`src/design/hsv2rgb_pkg.sv`:
```
`timescale 1ns / 1ps
`default_nettype none
// ----------------------------------------------------------------------------
// hsv2rgb_pkg
// Shared request/result types, hue sector codes, fixed constants and the
// channel weight function for the HSV to RGB converter.
// ----------------------------------------------------------------------------
package hsv2rgb_pkg;

  // request and result payloads
  typedef struct packed {
    logic signed [15:0] hue;
    logic [12:0]        saturation;
    logic [12:0]        brightness;
  } hsv_req_t;

  typedef struct packed {
    logic [7:0] red;
    logic [7:0] green;
    logic [7:0] blue;
  } rgb_res_t;

  // hue geometry in 1/16 degree units
  localparam int unsigned HueSector = 960;
  localparam int unsigned HueFull   = 5760;
  localparam int unsigned HueBias   = 40320;   // seven full turns, makes hue positive

  // reciprocals for constant division (exact over the ranges used)
  localparam int unsigned HueRecip  = 1457;    // x/45 as (x*1457)>>16, x < 571
  localparam int unsigned SectRecip = 4370;    // x/15 as (x*4370)>>16, x < 90
  localparam int unsigned ByteRecip = 34953;   // x/15 as (x*34953)>>19, x < 3826

  // widths fixed by the field formats
  localparam int unsigned FieldW  = 13;
  localparam int unsigned VsW     = 26;
  localparam int unsigned WeightW = 10;

  // six 60-degree sectors
  typedef enum logic [2:0] {
    SECT_RED_YEL  = 3'd0,
    SECT_YEL_GRN  = 3'd1,
    SECT_GRN_CYN  = 3'd2,
    SECT_CYN_BLU  = 3'd3,
    SECT_BLU_MAG  = 3'd4,
    SECT_MAG_RED  = 3'd5
  } sector_e;

  typedef enum logic [1:0] {
    CH_RED   = 2'd0,
    CH_GREEN = 2'd1,
    CH_BLUE  = 2'd2
  } chan_e;

  // position of the hue inside the color wheel
  typedef struct packed {
    sector_e      sector;
    logic [9:0]   frac;
  } hue_pos_t;

  // weight of a channel's sector component, in 1/960 of chroma
  function automatic logic [WeightW-1:0] chan_weight(input chan_e ch, input hue_pos_t pos);
    logic [WeightW-1:0] full_w;
    logic [WeightW-1:0] ramp_w;
    logic [WeightW-1:0] w;
    full_w = WeightW'(HueSector);
    ramp_w = pos.sector[0] ? WeightW'(full_w - pos.frac) : pos.frac;
    w      = '0;
    case (ch)
      CH_RED: begin
        case (pos.sector)
          SECT_RED_YEL, SECT_MAG_RED: w = full_w;
          SECT_YEL_GRN, SECT_BLU_MAG: w = ramp_w;
          default:                    w = '0;
        endcase
      end
      CH_GREEN: begin
        case (pos.sector)
          SECT_YEL_GRN, SECT_GRN_CYN: w = full_w;
          SECT_RED_YEL, SECT_CYN_BLU: w = ramp_w;
          default:                    w = '0;
        endcase
      end
      CH_BLUE: begin
        case (pos.sector)
          SECT_CYN_BLU, SECT_BLU_MAG: w = full_w;
          SECT_GRN_CYN, SECT_MAG_RED: w = ramp_w;
          default:                    w = '0;
        endcase
      end
      default: w = '0;
    endcase
    return w;
  endfunction

endpackage
`default_nettype wire

```
`src/design/hsv2rgb_sector.sv`:
```
`timescale 1ns / 1ps
`default_nettype none
// ----------------------------------------------------------------------------
// hsv2rgb_sector
// Three-stage hue path: wraps the signed hue modulo 5760 and splits it into
// a sector number and the offset inside that sector.
// ----------------------------------------------------------------------------
module hsv2rgb_sector (
  input  logic                  clk_i,
  input  logic signed [15:0]    hue_i,
  output hsv2rgb_pkg::hue_pos_t pos_o
);

  logic [16:0]           biased_d, biased_q;
  logic [12:0]           wrap_d, wrap_q;
  hsv2rgb_pkg::hue_pos_t pos_d, pos_q;
  logic signed [17:0]    hue_ext;
  logic [19:0]           turn_prod;
  logic [3:0]            turns;
  logic [18:0]           sect_prod;
  logic [2:0]            sect;

  // stage 1: shift hue into the positive range
  always_comb begin
    hue_ext  = 18'(hue_i);
    biased_d = 17'(hue_ext + 18'(hsv2rgb_pkg::HueBias));
  end

  // stage 2: remove whole turns, 5760 = 128 * 45
  always_comb begin
    turn_prod = 20'(biased_q[16:7]) * 20'(hsv2rgb_pkg::HueRecip);
    turns     = turn_prod[19:16];
    wrap_d    = 13'(biased_q - 17'(17'(turns) * 17'(hsv2rgb_pkg::HueFull)));
  end

  // stage 3: sector and offset, 960 = 64 * 15
  always_comb begin
    sect_prod    = 19'(wrap_q[12:6]) * 19'(hsv2rgb_pkg::SectRecip);
    sect         = sect_prod[18:16];
    pos_d.sector = hsv2rgb_pkg::sector_e'(sect);
    pos_d.frac   = 10'(wrap_q - 13'(13'(sect) * 13'(hsv2rgb_pkg::HueSector)));
  end

  // payload registers
  always_ff @(posedge clk_i) begin
    biased_q <= biased_d;
    wrap_q   <= wrap_d;
    pos_q    <= pos_d;
  end

  assign pos_o = pos_q;

endmodule
`default_nettype wire

```
`src/design/hsv2rgb_channel.sv`:
```
`timescale 1ns / 1ps
`default_nettype none
// ----------------------------------------------------------------------------
// hsv2rgb_channel
// Three-stage channel path: forms the exact channel numerator, clamps it to
// [0,1] and scales it to a truncated byte.
// ----------------------------------------------------------------------------
module hsv2rgb_channel #(
  parameter int unsigned FRAC_BITS = 12,
  parameter int unsigned BASE_W    = 26
) (
  input  logic                                   clk_i,
  input  logic signed [BASE_W-1:0]               base_i,
  input  logic [hsv2rgb_pkg::VsW-1:0]            vs_i,
  input  logic [hsv2rgb_pkg::WeightW-1:0]        weight_i,
  output logic [7:0]                             byte_o
);

  localparam int unsigned NumA = BASE_W + 11;
  localparam int unsigned NumB = 2 * FRAC_BITS + 12;
  localparam int unsigned NumW = (NumA > NumB) ? NumA : NumB;
  localparam int unsigned KW   = 2 * FRAC_BITS + 10;
  localparam int unsigned ProdW = hsv2rgb_pkg::VsW + hsv2rgb_pkg::WeightW;
  localparam logic [NumW-1:0] Den = NumW'(hsv2rgb_pkg::HueSector) << (2 * FRAC_BITS);

  logic signed [NumW-1:0] num_d, num_q;
  logic [17:0]            scaled_d, scaled_q;
  logic [7:0]             byte_d, byte_q;
  logic signed [NumW-1:0] base_ext;
  logic [ProdW-1:0]       vw;
  logic [KW-1:0]          clamped;
  logic [KW+7:0]          times255;
  logic [27:0]            div_prod;

  // stage 4: numerator = 960 * base + vs * weight
  always_comb begin
    base_ext = NumW'(base_i);
    vw       = ProdW'(vs_i) * ProdW'(weight_i);
    num_d    = (base_ext <<< 10) - (base_ext <<< 6) + $signed(NumW'(vw));
  end

  // stage 5: clamp, times 255, drop the 2^(2F) part of the denominator
  always_comb begin
    if (num_q[NumW-1]) begin
      clamped = '0;
    end else if (num_q > $signed(Den)) begin
      clamped = Den[KW-1:0];
    end else begin
      clamped = num_q[KW-1:0];
    end
    times255 = {clamped, 8'b0} - {8'b0, clamped};
    scaled_d = times255[2*FRAC_BITS+17:2*FRAC_BITS];
  end

  // stage 6: divide by the remaining 960 = 64 * 15
  always_comb begin
    div_prod = 28'(scaled_q[17:6]) * 28'(hsv2rgb_pkg::ByteRecip);
    byte_d   = div_prod[26:19];
  end

  // payload registers
  always_ff @(posedge clk_i) begin
    num_q    <= num_d;
    scaled_q <= scaled_d;
    byte_q   <= byte_d;
  end

  assign byte_o = byte_q;

endmodule
`default_nettype wire

```
`src/design/hsv_to_rgb_converter.sv`:
```
`timescale 1ns / 1ps
`default_nettype none
// ----------------------------------------------------------------------------
// hsv_to_rgb_converter
// Six-stage pipeline converting one HSV color per clock to 8-bit RGB.
// ----------------------------------------------------------------------------
// Usage:
//   A request (hue, saturation, brightness) is taken at a rising edge with
//   start high and busy low. busy is always low, so a new request may be
//   issued in every cycle.
//   Each request gives one result on res_o, shown for exactly one cycle with
//   res_valid_o high, in request order.
//   Throughput is one request per clock; the stages are hue bias, hue wrap,
//   sector split (chroma and offset formed alongside), channel numerator,
//   clamp and scale, and the final divide by 960 into the output register.
//   Reset clears the valid bits only; no result appears until a request has
//   passed through the pipeline. The receiver cannot stall, so the pipeline
//   never holds and every result leaves on its fixed cycle.
// ----------------------------------------------------------------------------
module hsv_to_rgb_converter #(
  parameter int unsigned FRAC_BITS = 12
) (
  input  logic                  clk_i,
  input  logic                  rst_ni,
  input  logic                  start,
  output logic                  busy,
  input  hsv2rgb_pkg::hsv_req_t req_i,
  output logic                  res_valid_o,
  output hsv2rgb_pkg::rgb_res_t res_o
);

  localparam int unsigned FieldW = hsv2rgb_pkg::FieldW;
  localparam int unsigned VsW    = hsv2rgb_pkg::VsW;
  localparam int unsigned OneW   = FieldW + FRAC_BITS;
  localparam int unsigned BaseW  = ((OneW > VsW) ? OneW : VsW) + 1;
  localparam int unsigned Depth  = 6;

  logic [Depth-1:0]          valid_d, valid_q;
  logic [VsW-1:0]            vs1_d, vs1_q, vs2_q, vs3_q;
  logic [FieldW-1:0]         val1_q;
  logic signed [BaseW-1:0]   base2_d, base2_q, base3_q;
  hsv2rgb_pkg::hue_pos_t     pos;
  logic [7:0]                red, green, blue;

  // no backpressure: always ready
  assign busy = 1'b0;

  // valid bits travel alongside the data
  assign valid_d = {valid_q[Depth-2:0], start & ~busy};

  always_ff @(posedge clk_i or negedge rst_ni) begin
    if (!rst_ni) begin
      valid_q <= '0;
    end else begin
      valid_q <= valid_d;
    end
  end

  // hue path, stages 1 to 3
  hsv2rgb_sector u_sector (
    .clk_i (clk_i),
    .hue_i (req_i.hue),
    .pos_o (pos)
  );

  // chroma and offset: base = V*one - V*S
  assign vs1_d   = VsW'(req_i.brightness) * VsW'(req_i.saturation);
  assign base2_d = $signed(BaseW'({val1_q, FRAC_BITS'(0)})) - $signed(BaseW'(vs1_q));

  always_ff @(posedge clk_i) begin
    vs1_q   <= vs1_d;
    val1_q  <= req_i.brightness;
    vs2_q   <= vs1_q;
    base2_q <= base2_d;
    vs3_q   <= vs2_q;
    base3_q <= base2_q;
  end

  // channel paths, stages 4 to 6
  hsv2rgb_channel #(.FRAC_BITS(FRAC_BITS), .BASE_W(BaseW)) u_red (
    .clk_i    (clk_i),
    .base_i   (base3_q),
    .vs_i     (vs3_q),
    .weight_i (hsv2rgb_pkg::chan_weight(hsv2rgb_pkg::CH_RED, pos)),
    .byte_o   (red)
  );

  hsv2rgb_channel #(.FRAC_BITS(FRAC_BITS), .BASE_W(BaseW)) u_green (
    .clk_i    (clk_i),
    .base_i   (base3_q),
    .vs_i     (vs3_q),
    .weight_i (hsv2rgb_pkg::chan_weight(hsv2rgb_pkg::CH_GREEN, pos)),
    .byte_o   (green)
  );

  hsv2rgb_channel #(.FRAC_BITS(FRAC_BITS), .BASE_W(BaseW)) u_blue (
    .clk_i    (clk_i),
    .base_i   (base3_q),
    .vs_i     (vs3_q),
    .weight_i (hsv2rgb_pkg::chan_weight(hsv2rgb_pkg::CH_BLUE, pos)),
    .byte_o   (blue)
  );

  // result
  assign res_valid_o = valid_q[Depth-1];
  assign res_o.red   = red;
  assign res_o.green = green;
  assign res_o.blue  = blue;

endmodule
`default_nettype wire
```
`config.mk`:
```
export PLATFORM = sky130hd
export DESIGN_NAME = hsv_to_rgb_converter
export DESIGN_NICKNAME = d
export VERILOG_FILES = /design/src/design/hsv2rgb_pkg.sv /design/src/design/hsv2rgb_sector.sv /design/src/design/hsv2rgb_channel.sv /design/src/design/hsv_to_rgb_converter.sv
export SDC_FILE = /design/constraint.sdc
export NUM_CORES = 2
export LEC_CHECK = 0
export BUFFER_PORTS_ARGS = -buffer_cell sky130_fd_sc_hd__buf_2
export CORE_ASPECT_RATIO = 0.9
export CORE_UTILIZATION = 54
export CTS_CLUSTER_DIAMETER = 60
export CTS_CLUSTER_SIZE = 16
export DETAILED_ROUTE_END_ITERATION = 6
export PLACE_DENSITY = 0.7
export SLEW_MARGIN = 20
export SYNTH_ARGS = -nofsm -noshare
export SYNTH_HDL_FRONTEND = slang
export SYNTH_HIERARCHICAL = 1
export SYNTH_SLANG_ARGS = --single-unit
```
`constraint.sdc`:
```
create_clock -name clk_i -period 12.59 [get_ports clk_i]
set_input_delay 1.8885 -clock clk_i [delete_from_list [all_inputs] [get_ports clk_i]]
set_output_delay 1.8885 -clock clk_i [all_outputs]
set_load 0.005 [all_outputs]
```
## Word level (Yosys, flattened, before mapping)

Index checks and enable logic that the tools add are counted.

| storage, ports and cells | value |
|---|---|
| ROM bits | 0 |
| input port bits | 45 |
| bits in registers | 386 |
| bits in writable memories | 0 |
| output and inout port bits | 26 |
| memories | 0 |
| word-level logic and storage cells | 68 |
| bits in latches | 0 |

| cells by class | value |
|---|---|
| mux-type cells | 10 |
| add/subtract/negate cells | 12 |
| divide/modulo/power cells | 0 |
| $lt $le $gt $ge | 3 |
| bitwise logic cells | 0 |
| eq/ne operators | 5 |
| $mul | 11 |
| reduce and logical (&&, ||, !) cells | 7 |
| shift-type cells | 0 |

Operators with widths:

| operator | count |
|---|---|
| two-way mux 34 bit | 6 |
| subtractor 42 x 34 -> 42 bit | 3 |
| adder 38 x 37 -> 38 bit | 3 |
| greater-than comparator 38 x 35 -> 1 bit (second input constant) | 3 |
| multiplier 26 x 10 -> 36 bit | 3 |
| multiplier 12 x 16 -> 27 bit (second input constant) | 3 |
| case mux 10 bit (2 select lines) | 3 |
| subtractor 37 x 33 -> 38 bit | 1 |
| subtractor 25 x 26 -> 27 bit | 1 |
| multiplier 13 x 13 -> 26 bit | 1 |
| multiplier 10 x 11 -> 20 bit (second input constant) | 1 |
| multiplier 7 x 12 -> 18 bit (second input constant) | 1 |
| adder 16 x 17 -> 17 bit (second input constant) | 1 |
| subtractor 13 bit | 1 |
| OR reduction 2 bit | 6 |
| two-way mux 10 bit | 1 |
| subtractor 10 bit | 1 |
| subtractor 10 bit (first input constant) | 1 |
| equality test 3 x 2 -> 1 bit (second input constant) | 2 |
| equality test 3 bit (second input constant) | 2 |
| multiplier 4 x 6 -> 6 bit (second input constant) | 1 |
| multiplier 3 x 4 -> 4 bit (second input constant) | 1 |
| equality test 3 x 1 -> 1 bit (second input constant) | 1 |
| zero test 3 bit | 1 |

## Depth between registers and ports, before layout

| depth | value |
|---|---|
| word-level depth | 5 |
| gate-level depth with buffers | 42 |
| gate-level depth less buffers | 41 |

## Cells and area by module

Netlist, hierarchy kept.

Modules (own cells, without submodules):

| module | cells an instance | area each (um^2) | instances | seq. area each (um^2) |
|---|---|---|---|---|
| hsv2rgb_channel at u_green | 1751 | 14751.6 | 1 | 1161.1 |
| hsv2rgb_channel at u_red | 1740 | 14650.3 | 1 | 1161.1 |
| hsv2rgb_channel at u_blue | 1693 | 14517.7 | 1 | 1161.1 |
| hsv_to_rgb_converter | 1077 | 10207.3 | 1 | 3012.9 |
| hsv2rgb_sector | 317 | 3504.6 | 1 | 860.8 |

## Least setup slack after synthesis

OpenSTA, ideal clock, no wires.

| timing path | value |
|---|---|
| path kind | register to register |
| start | register u_sector.pos_q (netlist bit u_sector/pos_o[10]) |
| end | register u_green.num_q[37] |
| setup time | 0.079 ns |
| slack | 2.956 ns |
| required time | 12.511 ns |
| stages on the path, launching flop included | 42 |
| path buffers | 5 |
| clock period less this slack | 9.634 ns |
| arrival time | 9.554 ns |
| cell sequence | dfxtp_1 > clkbuf_1 > clkbuf_1 > nand2_1 > xor2_1 > nor2_1 > clkbuf_1 > clkbuf_1 > nand2_1 > fa_1 > inv_1 > fa_1 > inv_1 > fa_1 > inv_1 > fa_1 > inv_1 > fa_1 > [6 not listed] > a41oi_1 > o21ai_0 > a21o_1 > a21oi_1 > xnor2_1 > fa_1 > inv_1 > ha_1 > buf_4 > and3_1 > a221oi_2 > o21ai_1 > a211o_1 > o41ai_2 > nand2_1 > a211o_1 > a21o_1 > a211oi_2 |

| on the way | value |
|---|---|
| word-level cells in the longest chain between the ends | 5 |
| elaborated cells on any way between the ends | 10 |
| those cells by class | add/sub (1); mul (1); eq/ne (3); mux (2); reduce/logical (3) |

Ends and longest elaborated chain:

| what | RTL line | RTL |
|---|---|---|
| start: declaration | hsv2rgb_sector.sv:16 | `hsv2rgb_pkg::hue_pos_t pos_d, pos_q;` |
| start signal: assignment | hsv2rgb_sector.sv:48 | `pos_q <= pos_d;` |
| equality test 3 x 2 -> 1 bit, or another cell as far along | hsv2rgb_pkg.sv:77 | `case (pos.sector)` |
| OR reduction 2 bit | hsv2rgb_pkg.sv:77 |  |
| case mux 10 bit (2 select lines) * | hsv2rgb_pkg.sv:77 |  |
| multiplier 26 x 10 -> 36 bit * | hsv2rgb_channel.sv:38 | `vw = ProdW'(vs_i) * ProdW'(weight_i);` |
| adder 38 x 37 -> 38 bit * | hsv2rgb_channel.sv:39 | `num_d = (base_ext <<< 10) - (base_ext <<< 6) + $signed(NumW'(vw));` |
| named net u_green.num_d[37] | hsv2rgb_channel.sv:26 | `logic signed [NumW-1:0] num_d, num_q;` |
| end signal: assignment | hsv2rgb_channel.sv:63 | `num_q <= num_d;` |
| end: declaration | hsv2rgb_channel.sv:26 |  |

Mark *: on every way through the listed nets, which the timed path passes. The rest lies on a longest branch.

## Worst setup path after layout

| timing path | value |
|---|---|
| start | register u_sector.pos_q (netlist bit u_sector/pos_o[10]) |
| end | register u_green.num_q[36] |

The elaborated chain is that of the path after synthesis.

==> reports/qor.csv <==
metric,value,unit
synth.yosys.seq_area_share,0.128,
crit-reg2reg-launch,u_sector/pos_o[10],
synth_cells,6578,
synth_top_area_frac,0.292,
dp.cells,7851,
synth.distinct_cells,120,
antenna_cells,0,
detailedRoute.firstIterationViolations,3216,
dp_slack,2030,ps
syn_area,57600,um^2
ys_top_cells_by_area,"fa_1, ha_1, dfxtp_1",
slowest_stage,dfxtp_1,
crit_buf_inv,7,
r2r_slack,1920,ps
cts_made_buffers,41,
grt_pass1_wl,227000,um
die-area,108000,um^2
finalSetupTns,0,ps
instances_no_fill,7922,
reg2reg_depth,37,
syn_to_final_growth,5.18,%
drc,2,
hpwlAfterDp,108000,um
worst_slack,1920,ps
ios,71,
cts_max_level,2,
synthArstFlopShare,0.0164,
wl,135000,um
yosysTopAreaCell,fa_1,
overflow,0,
grt_antenna_before_repair,0,
worst_pin_slew,1050,ps
cts.hold.buffers_added,0,
synth_edf_count,0,
post_cts_buffers,0,
crit_path_end_kind,flop,
setup_violations,0,
row_count,113,
drv_cap,0,
die_y,312,um
clk_pin_slew,60,ps
synth_nets,8196,
crit_required,13090,ps
slew_headroom,0.300,
start_kind,flop,
start_util,0.546,
violations,design-rule violations,
antenna_left,0,
port_buffers,69,
cts_tree,done,
min-delay-start,vs2_q[2],
hold_end,vs3_q[2],
path_max_fanout,26,
cts_root_buffer,clkbuf_16,
grt_pass1_vias,44400,
drv_slew,0,
crit_family,adder cells,
yosysMostFrequentCell,inv_1,
multi_input_area,44800,um^2
clock_latency,620,ps
reg2reg_to,u_green/num_q[36],
cts_resized,0,
final_nets,8132,
clock_path_buffers,3,
path_depth,37,
finalCritPeriodShare,0.848,
grtUsageTotal,0.257,
fillCellCount,9327,
status,"complete, but fails checks",
regArea,7370,um^2
cpPeakStageDelay,730,ps
rsz0062_at_grt,false,
die_x,346,um
synthTopCellsByCount,"inv_1, fa_1, nand2_1",
clock.fmax,0.0937,GHz
ys_ff_latch,366,
dr.pass1.iters,7,
min_path_cells,0,
skew,45.8,ps
period_minus_slack,10670,ps
via_per_inst,5.50,
hold_class,reg -> reg,
grt_max_degree,37,
critPathKind,reg -> reg,
synth_ff_type,dfxtp_1,
ys_warn_count,6,
cts.sinks,366,
hold_viol,0,
routabilityCongestion,0.934,
layout-drive-gt1-share,0.0446,
num_vias,43600,
crit_arrival,11170,ps
wl_per_cell,17.1,um
syn_area_per_cell,8.76,um^2
fp.coreArea,106000,um^2
==> metal layers <==
layer / global-route usage / vias up / wire length, um
met2: 0.391 / 1448 / 56700
met1: 0.375 / 21100 / 64400
li1: - / 20900 / -
met4: 0.0718 / 0 / 3810
met5: 0 / - / 0
met3: 0.0472 / 184 / 10400
==> state kept, by name (all words and copies together) (netlist names) <==
signal	flops
u_green/byte_o	8
vs3_q	25
u_red/scaled_q	12
vs2_q	25
base3_q	27
val1_q	13
vs1_q	26
u_sector/biased_q	17
u_red/num_q	38
u_green/scaled_q	12
u_blue/byte_o	8
u_sector/pos_o	13
u_sector/wrap_q	13
u_green/num_q	38
base2_q	27
valid_q	6
u_blue/num_q	38
u_red/byte_o	8
u_blue/scaled_q	12
==> stage by stage <==
| stage | cell area, um^2 | hold slack, ps | utilization |
|---|---|---|---|
| floorplan | 57600 | 310 | - |
| global placement | 59200 | 310 | 0.561 |
| detailed placement | 59200 | 312 | 0.561 |
| CTS | 60600 | 298 | 0.574 |
| global route | 60600 | 299 | 0.574 |
| finish | 60600 | 294 | 0.574 |
==> cell type report <==
cell class	instances	share of cell area
timing repair buffer	117	0.0116
sequential	366	0.122
clock inverter	24	0.00429
multi-input combinational	4764	0.740
tap	1380	0.0285
clock buffer	47	0.0185
inverter	1224	0.0758
==> cell usage in the layout (no fill, tap or decap), types with 12 or more instances in the layout <==
| cell | Yosys | final |
|---|---|---|
| a21o_1 | 149 | 149 |
| nor2b_1 | 39 | 39 |
| o211ai_1 | 31 | 31 |
| nor3_1 | 55 | 55 |
| nor2_1 | 219 | 214 |
| a211oi_1 | 32 | 32 |
| and3_1 | 37 | 37 |
| nand4_1 | 31 | 31 |
| o21ai_0 | 133 | 130 |
| buf_2 | 2 | 69 |
| a31oi_1 | 36 | 36 |
| xnor2_1 | 193 | 193 |
| nor4_1 | 33 | 33 |
| inv_1 | 1222 | 1222 |
| a21oi_1 | 290 | 287 |
| o31ai_1 | 20 | 19 |
| dfxtp_1 | 360 | 349 |
| or3_1 | 17 | 17 |
| nand2_1 | 752 | 752 |
| nand3_1 | 83 | 83 |
| and2_1 | 494 | 494 |
| fa_1 | 840 | 840 |
| o21bai_1 | 38 | 38 |
| clkbuf_16 | 0 | 43 |
| nand2b_1 | 50 | 50 |
| a211o_1 | 13 | 13 |
| buf_4 | 4 | 48 |
| o21ai_1 | 38 | 41 |
| ha_1 | 733 | 733 |
| or2_2 | 12 | 12 |
| o21a_1 | 43 | 43 |
| and4_1 | 12 | 12 |
| xor2_1 | 112 | 112 |
==> logic make-up after synthesis <==
logic type      after synthesis  share of synthesized area
compound gates              990                      0.116
xor+xnor                    307                     0.0469
fa+ha+maj                  1573                      0.451
buf+inv                    1448                     0.0950
flops                       366                      0.128
mux                           8                    0.00145
other cells                   1                  0.0000651
simple gates               1885                      0.162
==> worst max-delay path by stage <==
stage | to | startpoint
2_1_floorplan | u_green/num_q[37] | u_sector/pos_o[10]
3_3_place_gp | u_green/num_q[37] | u_sector/pos_o[10]
3_5_place_dp | u_green/num_q[36] | u_sector/pos_o[10]
4_1_cts | u_green/num_q[36] | u_sector/pos_o[10]
5_1_grt | u_green/num_q[36] | u_sector/pos_o[10]
6_report | u_green/num_q[36] | u_sector/pos_o[10]
Power is not shown: default switching activity piles up to over one toggle a cycle in this logic, so the estimate is an artifact.
